File: config.mk
export PLATFORM = sky130hd
export DESIGN_NAME = hsv_brightness_adjust_unit
export DESIGN_NICKNAME = d
export VERILOG_FILES = /design/src/hdl/hba_pkg.sv /design/src/hdl/hba_front.sv /design/src/hdl/hba_divider.sv /design/src/hdl/hba_back.sv /design/src/hdl/hsv_brightness_adjust_unit.sv
export SDC_FILE = /design/constraint.sdc
export NUM_CORES = 2
export LEC_CHECK = 0
export ABC_AREA = 0
export BUFFER_PORTS_ARGS = -buffer_cell sky130_fd_sc_hd__buf_2
export CELL_PAD_IN_SITES_DETAIL_PLACEMENT = 0
export CELL_PAD_IN_SITES_GLOBAL_PLACEMENT = 1
export CORE_MARGIN = 5
export CORE_UTILIZATION = 50
export CTS_BUF_LIST = sky130_fd_sc_hd__clkbuf_8
export DETAILED_ROUTE_END_ITERATION = 8
export GPL_TIMING_DRIVEN = 0
export HOLD_SLACK_MARGIN = 0.02
export PLACE_DENSITY = 0.83
export SLEW_MARGIN = 30
export SYNTH_ARGS = -nofsm -noshare
export SYNTH_HDL_FRONTEND = slang
export SYNTH_SLANG_ARGS = --single-unit
File: constraint.sdc
create_clock -name clk -period 10.99 [get_ports clk]
set_clock_uncertainty 0.2 [all_clocks]
set_input_delay 2.7475 -clock clk [delete_from_list [all_inputs] [get_ports clk]]
set_output_delay 2.7475 -clock clk [all_outputs]
set_load 0.02 [all_outputs]
File: src/hdl/hba_pkg.sv
// Shared types, constants and the divider step function for the HSV brightness adjust unit.
// Used by every module of the unit; depends on nothing else.
package hba_pkg;

	localparam int FRAC_BITS = 16;
	localparam int Q_W = FRAC_BITS + 1;
	localparam int DIV_STEPS_PER_STAGE = 4;
	localparam logic [Q_W-1:0] ONE = Q_W'(1) << FRAC_BITS;

	localparam logic MODE_SHIFT = 1'b0;
	localparam logic MODE_HEADROOM = 1'b1;

	localparam logic REG_MODE = 1'b0;
	localparam logic REG_OFFSET = 1'b1;

	// Payload carried through the long-division stages.
	typedef struct packed {
		logic [7:0] v;
		logic [2:0] sector;
		logic grey;
		logic [7:0] mx;
		logic [7:0] delta;
		logic [7:0] rs;
		logic [7:0] rf;
		logic [Q_W-1:0] qs;
		logic [FRAC_BITS-1:0] qf;
	} div_t;

	// Restoring division, several quotient bits per call, for saturation
	// (remainder over max) and hue fraction (remainder over delta) side by side.
	function automatic div_t div_steps(div_t x);
		div_t y;
		logic [8:0] tr;
		y = x;
		for (int i = 0; i < DIV_STEPS_PER_STAGE; i++) begin
			tr = {y.rs, 1'b0};
			if (tr >= {1'b0, y.mx}) begin
				tr = tr - {1'b0, y.mx};
				y.qs = {y.qs[Q_W-2:0], 1'b1};
			end else begin
				y.qs = {y.qs[Q_W-2:0], 1'b0};
			end
			y.rs = tr[7:0];
			tr = {y.rf, 1'b0};
			if (tr >= {1'b0, y.delta}) begin
				tr = tr - {1'b0, y.delta};
				y.qf = {y.qf[FRAC_BITS-2:0], 1'b1};
			end else begin
				y.qf = {y.qf[FRAC_BITS-2:0], 1'b0};
			end
			y.rf = tr[7:0];
		end
		return y;
	endfunction

endpackage

File: src/hdl/hba_front.sv
// Front stage: max, min, adjusted value, hue sector and remainder, divider seed.
// Depends on hba_pkg.
module hba_front (
	input  logic clk,
	input  logic arst_n,
	input  logic adjust_mode,
	input  logic signed [8:0] value_offset,
	input  logic up_valid,
	output logic up_stall,
	input  logic [7:0] red_in,
	input  logic [7:0] green_in,
	input  logic [7:0] blue_in,
	output logic dn_valid,
	input  logic dn_stall,
	output hba_pkg::div_t dn_data
);

	logic valid_s1;
	hba_pkg::div_t data_s1;
	hba_pkg::div_t nxt;
	logic adv;
	logic [7:0] mx, mn, delta;
	logic signed [10:0] off_x, mx_x, lim, vs;
	logic signed [8:0] diff;
	logic [2:0] base;
	logic q16;

	assign adv = !valid_s1 || !dn_stall;
	assign up_stall = !adv;

	always_comb begin
		mx = (red_in > green_in) ? red_in : green_in;
		mx = (mx > blue_in) ? mx : blue_in;
		mn = (red_in < green_in) ? red_in : green_in;
		mn = (mn < blue_in) ? mn : blue_in;
		delta = mx - mn;

		off_x = 11'(value_offset);
		mx_x = {3'b000, mx};
		lim = '0;
		if (adjust_mode == hba_pkg::MODE_SHIFT) begin
			vs = mx_x + off_x;
		end else if (off_x > 0) begin
			lim = 11'sd255 - off_x;
			vs = (mx_x > lim) ? lim : mx_x;
		end else begin
			lim = -off_x;
			vs = (mx_x < lim) ? lim : mx_x;
		end
		if (vs < 0) vs = '0;
		if (vs > 11'sd255) vs = 11'sd255;

		if (red_in == mx) begin
			base = 3'd0;
			diff = $signed({1'b0, green_in}) - $signed({1'b0, blue_in});
		end else if (green_in == mx) begin
			base = 3'd2;
			diff = $signed({1'b0, blue_in}) - $signed({1'b0, red_in});
		end else begin
			base = 3'd4;
			diff = $signed({1'b0, red_in}) - $signed({1'b0, green_in});
		end

		nxt = '0;
		nxt.v = vs[7:0];
		nxt.grey = (delta == 8'd0);
		nxt.mx = mx;
		nxt.delta = delta;
		// A negative hue difference wraps into the sector below.
		if (diff < 0) begin
			nxt.sector = (base == 3'd0) ? 3'd5 : base - 3'd1;
			nxt.rf = delta + diff[7:0];
		end else if (diff[7:0] == delta) begin
			nxt.sector = base + 3'd1;
			nxt.rf = '0;
		end else begin
			nxt.sector = base;
			nxt.rf = diff[7:0];
		end
		// Integer bit of saturation is set only when min is zero.
		q16 = (delta >= mx);
		nxt.qs = hba_pkg::Q_W'(q16);
		nxt.rs = q16 ? 8'd0 : delta;
		nxt.qf = '0;
	end

	always_ff @(posedge clk or negedge arst_n) begin
		if (!arst_n) begin
			valid_s1 <= 1'b0;
		end else if (adv) begin
			valid_s1 <= up_valid;
		end
	end

	always_ff @(posedge clk) begin
		if (adv && up_valid) begin
			data_s1 <= nxt;
		end
	end

	assign dn_valid = valid_s1;
	assign dn_data = data_s1;

endmodule

File: src/hdl/hba_divider.sv
// Four-stage restoring divider for saturation and hue fraction.
// Depends on hba_pkg.
module hba_divider (
	input  logic clk,
	input  logic arst_n,
	input  logic up_valid,
	output logic up_stall,
	input  hba_pkg::div_t up_data,
	output logic dn_valid,
	input  logic dn_stall,
	output hba_pkg::div_t dn_data
);

	logic valid_s2, valid_s3, valid_s4, valid_s5;
	hba_pkg::div_t div_s2, div_s3, div_s4, div_s5;
	logic adv2, adv3, adv4, adv5;

	assign adv5 = !valid_s5 || !dn_stall;
	assign adv4 = !valid_s4 || adv5;
	assign adv3 = !valid_s3 || adv4;
	assign adv2 = !valid_s2 || adv3;
	assign up_stall = !adv2;

	always_ff @(posedge clk or negedge arst_n) begin
		if (!arst_n) begin
			valid_s2 <= 1'b0;
			valid_s3 <= 1'b0;
			valid_s4 <= 1'b0;
			valid_s5 <= 1'b0;
		end else begin
			if (adv2) valid_s2 <= up_valid;
			if (adv3) valid_s3 <= valid_s2;
			if (adv4) valid_s4 <= valid_s3;
			if (adv5) valid_s5 <= valid_s4;
		end
	end

	always_ff @(posedge clk) begin
		if (adv2 && up_valid) div_s2 <= hba_pkg::div_steps(up_data);
		if (adv3 && valid_s2) div_s3 <= hba_pkg::div_steps(div_s2);
		if (adv4 && valid_s3) div_s4 <= hba_pkg::div_steps(div_s3);
		if (adv5 && valid_s4) div_s5 <= hba_pkg::div_steps(div_s4);
	end

	assign dn_valid = valid_s5;
	assign dn_data = div_s5;

endmodule

File: src/hdl/hba_back.sv
// Back stages: saturation-fraction products, then the channel scaling and sector select.
// Depends on hba_pkg.
module hba_back (
	input  logic clk,
	input  logic arst_n,
	input  logic up_valid,
	output logic up_stall,
	input  hba_pkg::div_t up_data,
	output logic dn_valid,
	input  logic dn_stall,
	output logic [7:0] red_out,
	output logic [7:0] green_out,
	output logic [7:0] blue_out
);

	logic valid_s6, valid_s7;
	logic adv6, adv7;
	logic [7:0] v_s6;
	logic [2:0] sector_s6;
	logic grey_s6;
	logic [hba_pkg::Q_W-1:0] s_s6, sf_s6, oms_s6, omsf_s6, omsfi_s6;
	logic [7:0] red_s7, green_s7, blue_s7;

	logic [hba_pkg::FRAC_BITS+hba_pkg::Q_W-1:0] prod_sf;
	logic [2*hba_pkg::Q_W-1:0] prod_sfi;
	logic [hba_pkg::Q_W-1:0] ff_inv, sf, sfi;
	logic [hba_pkg::Q_W+7:0] prod_p, prod_q, prod_t;
	logic [7:0] p, q, t;
	logic [7:0] ro, go, bo;

	assign adv7 = !valid_s7 || !dn_stall;
	assign adv6 = !valid_s6 || adv7;
	assign up_stall = !adv6;

	always_comb begin
		ff_inv = hba_pkg::ONE - {1'b0, up_data.qf};
		prod_sf = up_data.qs * up_data.qf;
		prod_sfi = up_data.qs * ff_inv;
		sf = prod_sf[hba_pkg::FRAC_BITS +: hba_pkg::Q_W];
		sfi = prod_sfi[hba_pkg::FRAC_BITS +: hba_pkg::Q_W];
	end

	always_comb begin
		prod_p = v_s6 * oms_s6;
		prod_q = v_s6 * omsf_s6;
		prod_t = v_s6 * omsfi_s6;
		p = prod_p[hba_pkg::FRAC_BITS +: 8];
		q = prod_q[hba_pkg::FRAC_BITS +: 8];
		t = prod_t[hba_pkg::FRAC_BITS +: 8];
		case (sector_s6)
			3'd0: begin ro = v_s6; go = t; bo = p; end
			3'd1: begin ro = q; go = v_s6; bo = p; end
			3'd2: begin ro = p; go = v_s6; bo = t; end
			3'd3: begin ro = p; go = q; bo = v_s6; end
			3'd4: begin ro = t; go = p; bo = v_s6; end
			default: begin ro = v_s6; go = p; bo = q; end
		endcase
		if (grey_s6) begin
			ro = v_s6;
			go = v_s6;
			bo = v_s6;
		end
	end

	always_ff @(posedge clk or negedge arst_n) begin
		if (!arst_n) begin
			valid_s6 <= 1'b0;
			valid_s7 <= 1'b0;
		end else begin
			if (adv6) valid_s6 <= up_valid;
			if (adv7) valid_s7 <= valid_s6;
		end
	end

	always_ff @(posedge clk) begin
		if (adv6 && up_valid) begin
			v_s6 <= up_data.v;
			sector_s6 <= up_data.sector;
			grey_s6 <= up_data.grey;
			s_s6 <= up_data.qs;
			sf_s6 <= sf;
			oms_s6 <= hba_pkg::ONE - up_data.qs;
			omsf_s6 <= hba_pkg::ONE - sf;
			omsfi_s6 <= hba_pkg::ONE - sfi;
		end
		if (adv7 && valid_s6) begin
			red_s7 <= ro;
			green_s7 <= go;
			blue_s7 <= bo;
		end
	end

	assign dn_valid = valid_s7;
	assign red_out = red_s7;
	assign green_out = green_s7;
	assign blue_out = blue_s7;

	a_sector_range: assert property (@(posedge clk) disable iff (!arst_n)
		valid_s6 && !grey_s6 |-> sector_s6 <= 3'd5)
		else $error("hue sector out of range");

	a_sf_le_s: assert property (@(posedge clk) disable iff (!arst_n)
		valid_s6 && !grey_s6 |-> sf_s6 <= s_s6)
		else $error("saturation product exceeds saturation");

	a_s6_to_s7: assert property (@(posedge clk) disable iff (!arst_n)
		valid_s6 && adv7 |=> valid_s7)
		else $error("request lost between last two stages");

endmodule

File: src/hdl/hsv_brightness_adjust_unit.sv
// HSV brightness adjust unit: RGB to HSV, value offset, HSV back to RGB.
// Throughput is one pixel per cycle while the output is not stalled.
// The seven stages are front, four long-division stages (four quotient bits each), and two back stages.
// A stalled output holds only the stages that are full; bubbles fill behind it.
// Reset clears all valid bits and sets adjust_mode and value_offset to zero.
// Depends on hba_pkg, hba_front, hba_divider and hba_back.
module hsv_brightness_adjust_unit (
	input  logic clk,
	input  logic arst_n,
	input  logic cfg_valid,
	output logic cfg_ready,
	input  logic cfg_index,
	input  logic [8:0] cfg_data,
	input  logic in_valid,
	output logic in_stall,
	input  logic [7:0] red_in,
	input  logic [7:0] green_in,
	input  logic [7:0] blue_in,
	output logic out_valid,
	input  logic out_stall,
	output logic [7:0] red_out,
	output logic [7:0] green_out,
	output logic [7:0] blue_out
);

	logic adjust_mode_q;
	logic signed [8:0] value_offset_q;
	logic fr_valid, fr_stall, dv_valid, dv_stall;
	hba_pkg::div_t fr_data, dv_data;

	assign cfg_ready = 1'b1;

	always_ff @(posedge clk or negedge arst_n) begin
		if (!arst_n) begin
			adjust_mode_q <= 1'b0;
			value_offset_q <= '0;
		end else if (cfg_valid && cfg_ready) begin
			case (cfg_index)
				hba_pkg::REG_MODE: adjust_mode_q <= cfg_data[0];
				hba_pkg::REG_OFFSET: value_offset_q <= cfg_data;
				default: ;
			endcase
		end
	end

	hba_front u_front (
		.clk(clk),
		.arst_n(arst_n),
		.adjust_mode(adjust_mode_q),
		.value_offset(value_offset_q),
		.up_valid(in_valid),
		.up_stall(in_stall),
		.red_in(red_in),
		.green_in(green_in),
		.blue_in(blue_in),
		.dn_valid(fr_valid),
		.dn_stall(fr_stall),
		.dn_data(fr_data)
	);

	hba_divider u_divider (
		.clk(clk),
		.arst_n(arst_n),
		.up_valid(fr_valid),
		.up_stall(fr_stall),
		.up_data(fr_data),
		.dn_valid(dv_valid),
		.dn_stall(dv_stall),
		.dn_data(dv_data)
	);

	hba_back u_back (
		.clk(clk),
		.arst_n(arst_n),
		.up_valid(dv_valid),
		.up_stall(dv_stall),
		.up_data(dv_data),
		.dn_valid(out_valid),
		.dn_stall(out_stall),
		.red_out(red_out),
		.green_out(green_out),
		.blue_out(blue_out)
	);

	a_front_fill: assert property (@(posedge clk) disable iff (!arst_n)
		in_valid && !in_stall |=> fr_valid)
		else $error("accepted request missing from front stage");

	a_div_hold: assert property (@(posedge clk) disable iff (!arst_n)
		dv_valid && dv_stall |=> dv_valid)
		else $error("divider dropped a stalled request");

	a_front_hold: assert property (@(posedge clk) disable iff (!arst_n)
		fr_valid && fr_stall |=> fr_valid && $stable(fr_data))
		else $error("front stage changed a stalled request");

endmodule

After elaboration in Yosys (flattened, before gate mapping)

Cells that the tools add are included.
Widths: inputs -> output; s select.

Flip-flop bits (word level): 377
Input port bits: 39

Order comparisons: 43
Reduce and logical (&&, ||, !) cells: 32
$add $sub $neg: 44
Multiply operators: 5
Equality and inequality tests: 7
Bitwise operators: 1
Multiplexer cells: 110

Operators with widths:

| kind                   | number |
|---|---|
| $mux 8                 | 63 |
| $ge 9x8->1             | 32 |
| $sub 8x8->8            | 31 |
| $mul 8x17->24          | 3 |
| $pmux 8 s3             | 3 |
| $mux 11                | 5 |
| $sub 17x17->17 const A | 3 |
| $mul 17x16->33         | 1 |
| $mul 17x17->33         | 1 |
| $mux 1                 | 32 |
| $sub 8x8->9            | 3 |
| $eq 8x8->1             | 3 |
| $mux 9                 | 2 |
| $sub 17x16->17 const A | 1 |
| $gt 8x8->1             | 2 |
| $lt 8x8->1             | 2 |
| $mux 3                 | 5 |
| $gt 11x9->1 const B    | 1 |
| $gt 9x11->1            | 1 |
| $lt 11x1->1 const B    | 1 |
| $lt 9x11->1            | 1 |
| $neg 9->11             | 1 |
| $add 9x9->10           | 1 |
| $sub 9x9->10 const A   | 1 |
| 17 further kinds       | 43 |

Longest topological paths before layout

Depth after elaboration: 17
Mapped depth: 46
Mapped depth without buffers: 44

Hierarchy

A second synthesis with hierarchy kept.

Cells, all modules: 6,606
Area, all modules: 61,088.6 sq um

By module, submodules not included:

| module                     | cells an instance | instances | seq. area each (sq um) | area an instance (sq um) |
|---|---|---|---|---|
| hba_back                   | 3,763             | 1         | 2,662.6                | 33,439.6 |
| hba_divider                | 2,133             | 1         | 7,907.6                | 21,280.4 |
| hba_front                  | 686               | 1         | 1,376.3                | 5,977.0 |
| hsv_brightness_adjust_unit | 24                | 1         | 250.2                  | 391.6 |

Worst setup path after synthesis

OpenSTA, ideal clock, no wires.

Path type: input -> register
Start: input port green_in[5]
End: register u_front.data_s1 (netlist bit u_front.dn_data[40]), data pin
Stages on the path: 35
Path slack: 1.587 ns
Arrival time: 8.937 ns
Buffers on the path: 6
Setup time: 0.266 ns
Cell sequence: clkbuf_1 inv_1 ha_1 a21oi_1 nor2_1 a211oi_2 a21o_1 buf_6 mux2i_1 inv_1 ha_1 nor2b_1 o21a_1 o21a_1 o31a_1 buf_4 buf_2 buf_2 o21ai_0 o32ai_1 o311ai_0 clkbuf_1 mux2_2 mux2_2 ha_1 a21o_1 a21o_1 a21o_1 a21oi_1 nor2b_1 o21ai_0 nand2b_1 xnor2_1 nor3_1 a211oi_1

RTL lines:

| what                 | RTL line                         | text |
|---|---|---|
| start, declared      | hsv_brightness_adjust_unit.sv:17 | `input logic [7:0] green_in,` |
| end signal, assigned | hba_front.sv:97                  | `data_s1 <= nxt;` |
| end, declared        | hba_front.sv:19                  | `hba_pkg::div_t data_s1;` |

==> implementation parameters <==
Parameter                              Value

Outcome
  Status    complete, no violations

Placement
  Final HPWL DP    130,000 microns
  Quantity of I/O buffers inserted on ports    64
  Placed standard-cell area    60,900 sq um
  Gpl congestion    0.957

Routing
  Post-DR vias/cell    5.58
  Vias after detailed routing    45,200
  First drt pass iteration count    6
  Total Wirelength    159,000 microns
  Remaining antenna violation count    0
  DR iter-0 viols    3,212
  Post-DR wirelength/cell    19.6 microns
  DRC violation count after routing    0

Logic synthesis
  Gate Count Post-Synth    6,383
  Proportion of netlist area held by the largest area contributor    24.2%
  Top_reg_cell synth    edfxtp_1
  Sequential area share after synthesis    19.2%
  Count of flip-flops with a built-in enable after synthesis    360
  Commonest cells in the netlist    inv_1, nand2_1, fa_1
  Share of synthesized registers carrying an async set or reset    4.51%
  Most used standard cell by instance count after synthesis    inv_1
  Net count after synthesis    7,770
  Synthesis warning total    0
  Post-synthesis sequential element count    377
  Leading area contributor after synthesis    fa_1
  Combined area of all synthesized cells    58,400 sq um
  Average instance area after synthesis    9.15 sq um
  Dominant cells by area after synthesis    fa_1, edfxtp_1, ha_1, inv_1, nand2_1
  Number of library cell types mapped by synthesis    97

Worst setup path
  Most prevalent standard cell on the critical path    ha_1
  Largest fanout on the critical path    10
  Crit-path slowest cell    a21oi_1
  Reg-to-Reg Start    u_divider.dn_data[9]
  Element type at the critical path end    register
  Largest stage delay on the critical path    0.54 ns
  Startpoint Class    input port
  Worst path required time    11.19 ns
  Arrival time at the worst endpoint    10.61 ns
  Critical register-to-register path endpoint    u_back.omsfi_s6[16]
  Cell depth of the worst flop-to-flop path    31
  Crit Path Category    in -> reg
  R2R Setup Slk    0.60 ns

GRT
  Grt total ovfl    0
  Maximum number of pins on one net before global-route repair    47
  Number of antenna violations at the first check in global routing    7
  Via count of the first global-routing pass    45,900
  Global-route wire length before repair    253,000 microns
  GRT Overall Usage    26.0%

Clock tree
  CTS tree    yes
  CTS HTree Levels    3
  Post-CTS clock slew at the launch and capture registers of the worst setup and hold paths    0.07 ns
  Clock latency reported for the late side of the worst-skew pair    0.69 ns
  Max Buffers Root-to-Sink    3
  Total clock buffers created by CTS    68
  Clock sink count    377
  Root buffer cell    clkbuf_8

Finish
  Final core utilization    53.9%
  Fin area    62,500 sq um
  Nets    7,922
  Fraction of final layout cells sized beyond drive strength 1    6.21%
  Synthesis-to-layout area growth    7.01%
  Fillers    10,600

Floorplan
  Core area    116,000 sq um
  Area of the die    124,000 sq um
  Chip width    352 microns
  Die Y    352 microns
  Number of top-level design ports    66
  Core Rows    125
  Effective utilization at floorplan    50.3%

Worst hold path
  Startpoint of the most critical hold path    u_divider.div_s4[28]
  Worst Hold Path Cells    0
  Path class of the lowest-slack min-delay path    reg -> reg
  End point of the worst hold path    u_divider.dn_data[32]

STA
  Maximum clock frequency    96.1 MHz
  Count of pins over their slew limit    0
  Tightest slew margin relative to the limit    26.2%
  Fraction of the cycle the final worst path needs    94.7%
  Worst Max-Slew Pin Slew    1.11 ns
  Number of failing hold endpoints at the final stage    0
  Min Tclk post-route    10.41 ns
  Endpoints failing setup    0
  Final-layout worst hold slack    0.194 ns

Job
  Max Cap Violations    0
## logic make-up after synthesis
family	synth area share [%]
AOI/OAI and AO/OA	10.7
xor gates and xnor gates	4.54
adders and majority gates	37.9
buffers and inverters	8.27
DFF	19.2
muxes	3.00
other	0.00642
and+or+nand+nor	16.2
## what timing repair did
item                       in CTS  in global routing
setup endpoints to repair       0                 47
hold buffers                    0                  0
setup buffers                   0                 11
gates resized for setup         0                 27
## critical path, delay by kind of cell
family	cells	cell delay, ns
xor gates and xnor gates	1	0.52
buffers and inverters	8	1.41
AOI/OAI and AO/OA	12	2.69
muxes	2	0.59
and+or+nand+nor	5	1.25
adders and majority gates	4	1.41
## routing by layer
| layer | global-route usage, % | routed length (microns) | vias up |
|---|---|---|---|
| met3 | 3.54 | 10100 | 334 |
| met4 | 9.61 | 6500 | 0 |
| met1 | 34.9 | 68300 | 22200 |
| li1 | - | - | 21300 |
| met5 | 0 | 0 | - |
| met2 | 43.1 | 74200 | 1439 |
## cell type report
type                       count  area, sq um  share of cell area (%)
clock inverter                53          449                   0.719
tap                         1524         1910                    3.05
multi-input combinational   4732        42500                    68.0
buffer                       233          927                    1.48
timing repair buffer          84          616                   0.985
sequential                   377        11200                    18.0
inverter                    1039         3900                    6.24
antenna                        3         7.51                  0.0120
clock buffer                  69          950                    1.52
## worst max path at each step
stage                        startpoint                    to  slack (ns)  cells after the start
detailed placement          green_in[5]   u_front.dn_data[39]       -0.02                     32
global route        u_front.dn_data[50]  u_divider.div_s2[38]      -0.002                     40
floorplan                   green_in[5]   u_front.dn_data[40]        1.59                     35
finish                      green_in[5]   u_front.dn_data[39]        0.58                     32
CTS                 u_front.dn_data[50]  u_divider.div_s2[38]        0.20                     39
global placement            green_in[5]   u_front.dn_data[39]       -0.17                     31
## cells in the final DEF (no fill, tap or decap), types with 54 or more instances in the layout
cell / instances
buf_2: 78
xnor2_1: 202
mux2_2: 122
clkbuf_8: 69
o21ai_0: 198
edfxtp_1: 360
a21oi_1: 243
nor2_1: 298
xor2_1: 98
nand3_1: 61
nor3_1: 89
nand2b_1: 54
inv_1: 1048
nand2_1: 816
clkbuf_1: 193
fa_1: 706
ha_1: 642
a21o_1: 104
and2_1: 356
nor2b_1: 67
## state kept, by name (all words and copies together), names as in the netlist
| name | cells |
|---|---|
| u_front.dn_data | 45 |
| u_back.grey_s6 | 1 |
| value_offset_q | 9 |
| u_back.omsf_s6 | 17 |
| u_back.v_s6 | 8 |
| u_back.red_out | 8 |
| u_back.blue_out | 8 |
| u_back.oms_s6 | 17 |
| u_divider.dn_data | 45 |
| u_divider.div_s3 | 61 |
| u_divider.div_s4 | 69 |
| u_back.dn_valid | 1 |
| u_back.sector_s6 | 3 |
| u_back.valid_s6 | 1 |
| u_divider.valid_s3 | 1 |
| u_divider.dn_valid | 1 |
| u_divider.div_s2 | 53 |
| adjust_mode_q | 1 |
| u_divider.valid_s4 | 1 |
| u_back.omsfi_s6 | 17 |
| u_front.dn_valid | 1 |
| u_back.green_out | 8 |
| u_divider.valid_s2 | 1 |
## through the flow
stage	TNS [ns]	instances	worst slack (ns)
after floorplan	0	6383	1.59
after global placement	-1.15	7971	-0.168
after detailed placement	-0.0271	7980	-0.0178
after CTS	0	8102	0.196
after global routing	-0.00184	8113	-0.00184
final	0	8114	0.584
Power is left out: the tool's default activity adds up to more than one toggle a clock period on the data nets, which glitch-free logic cannot reach.
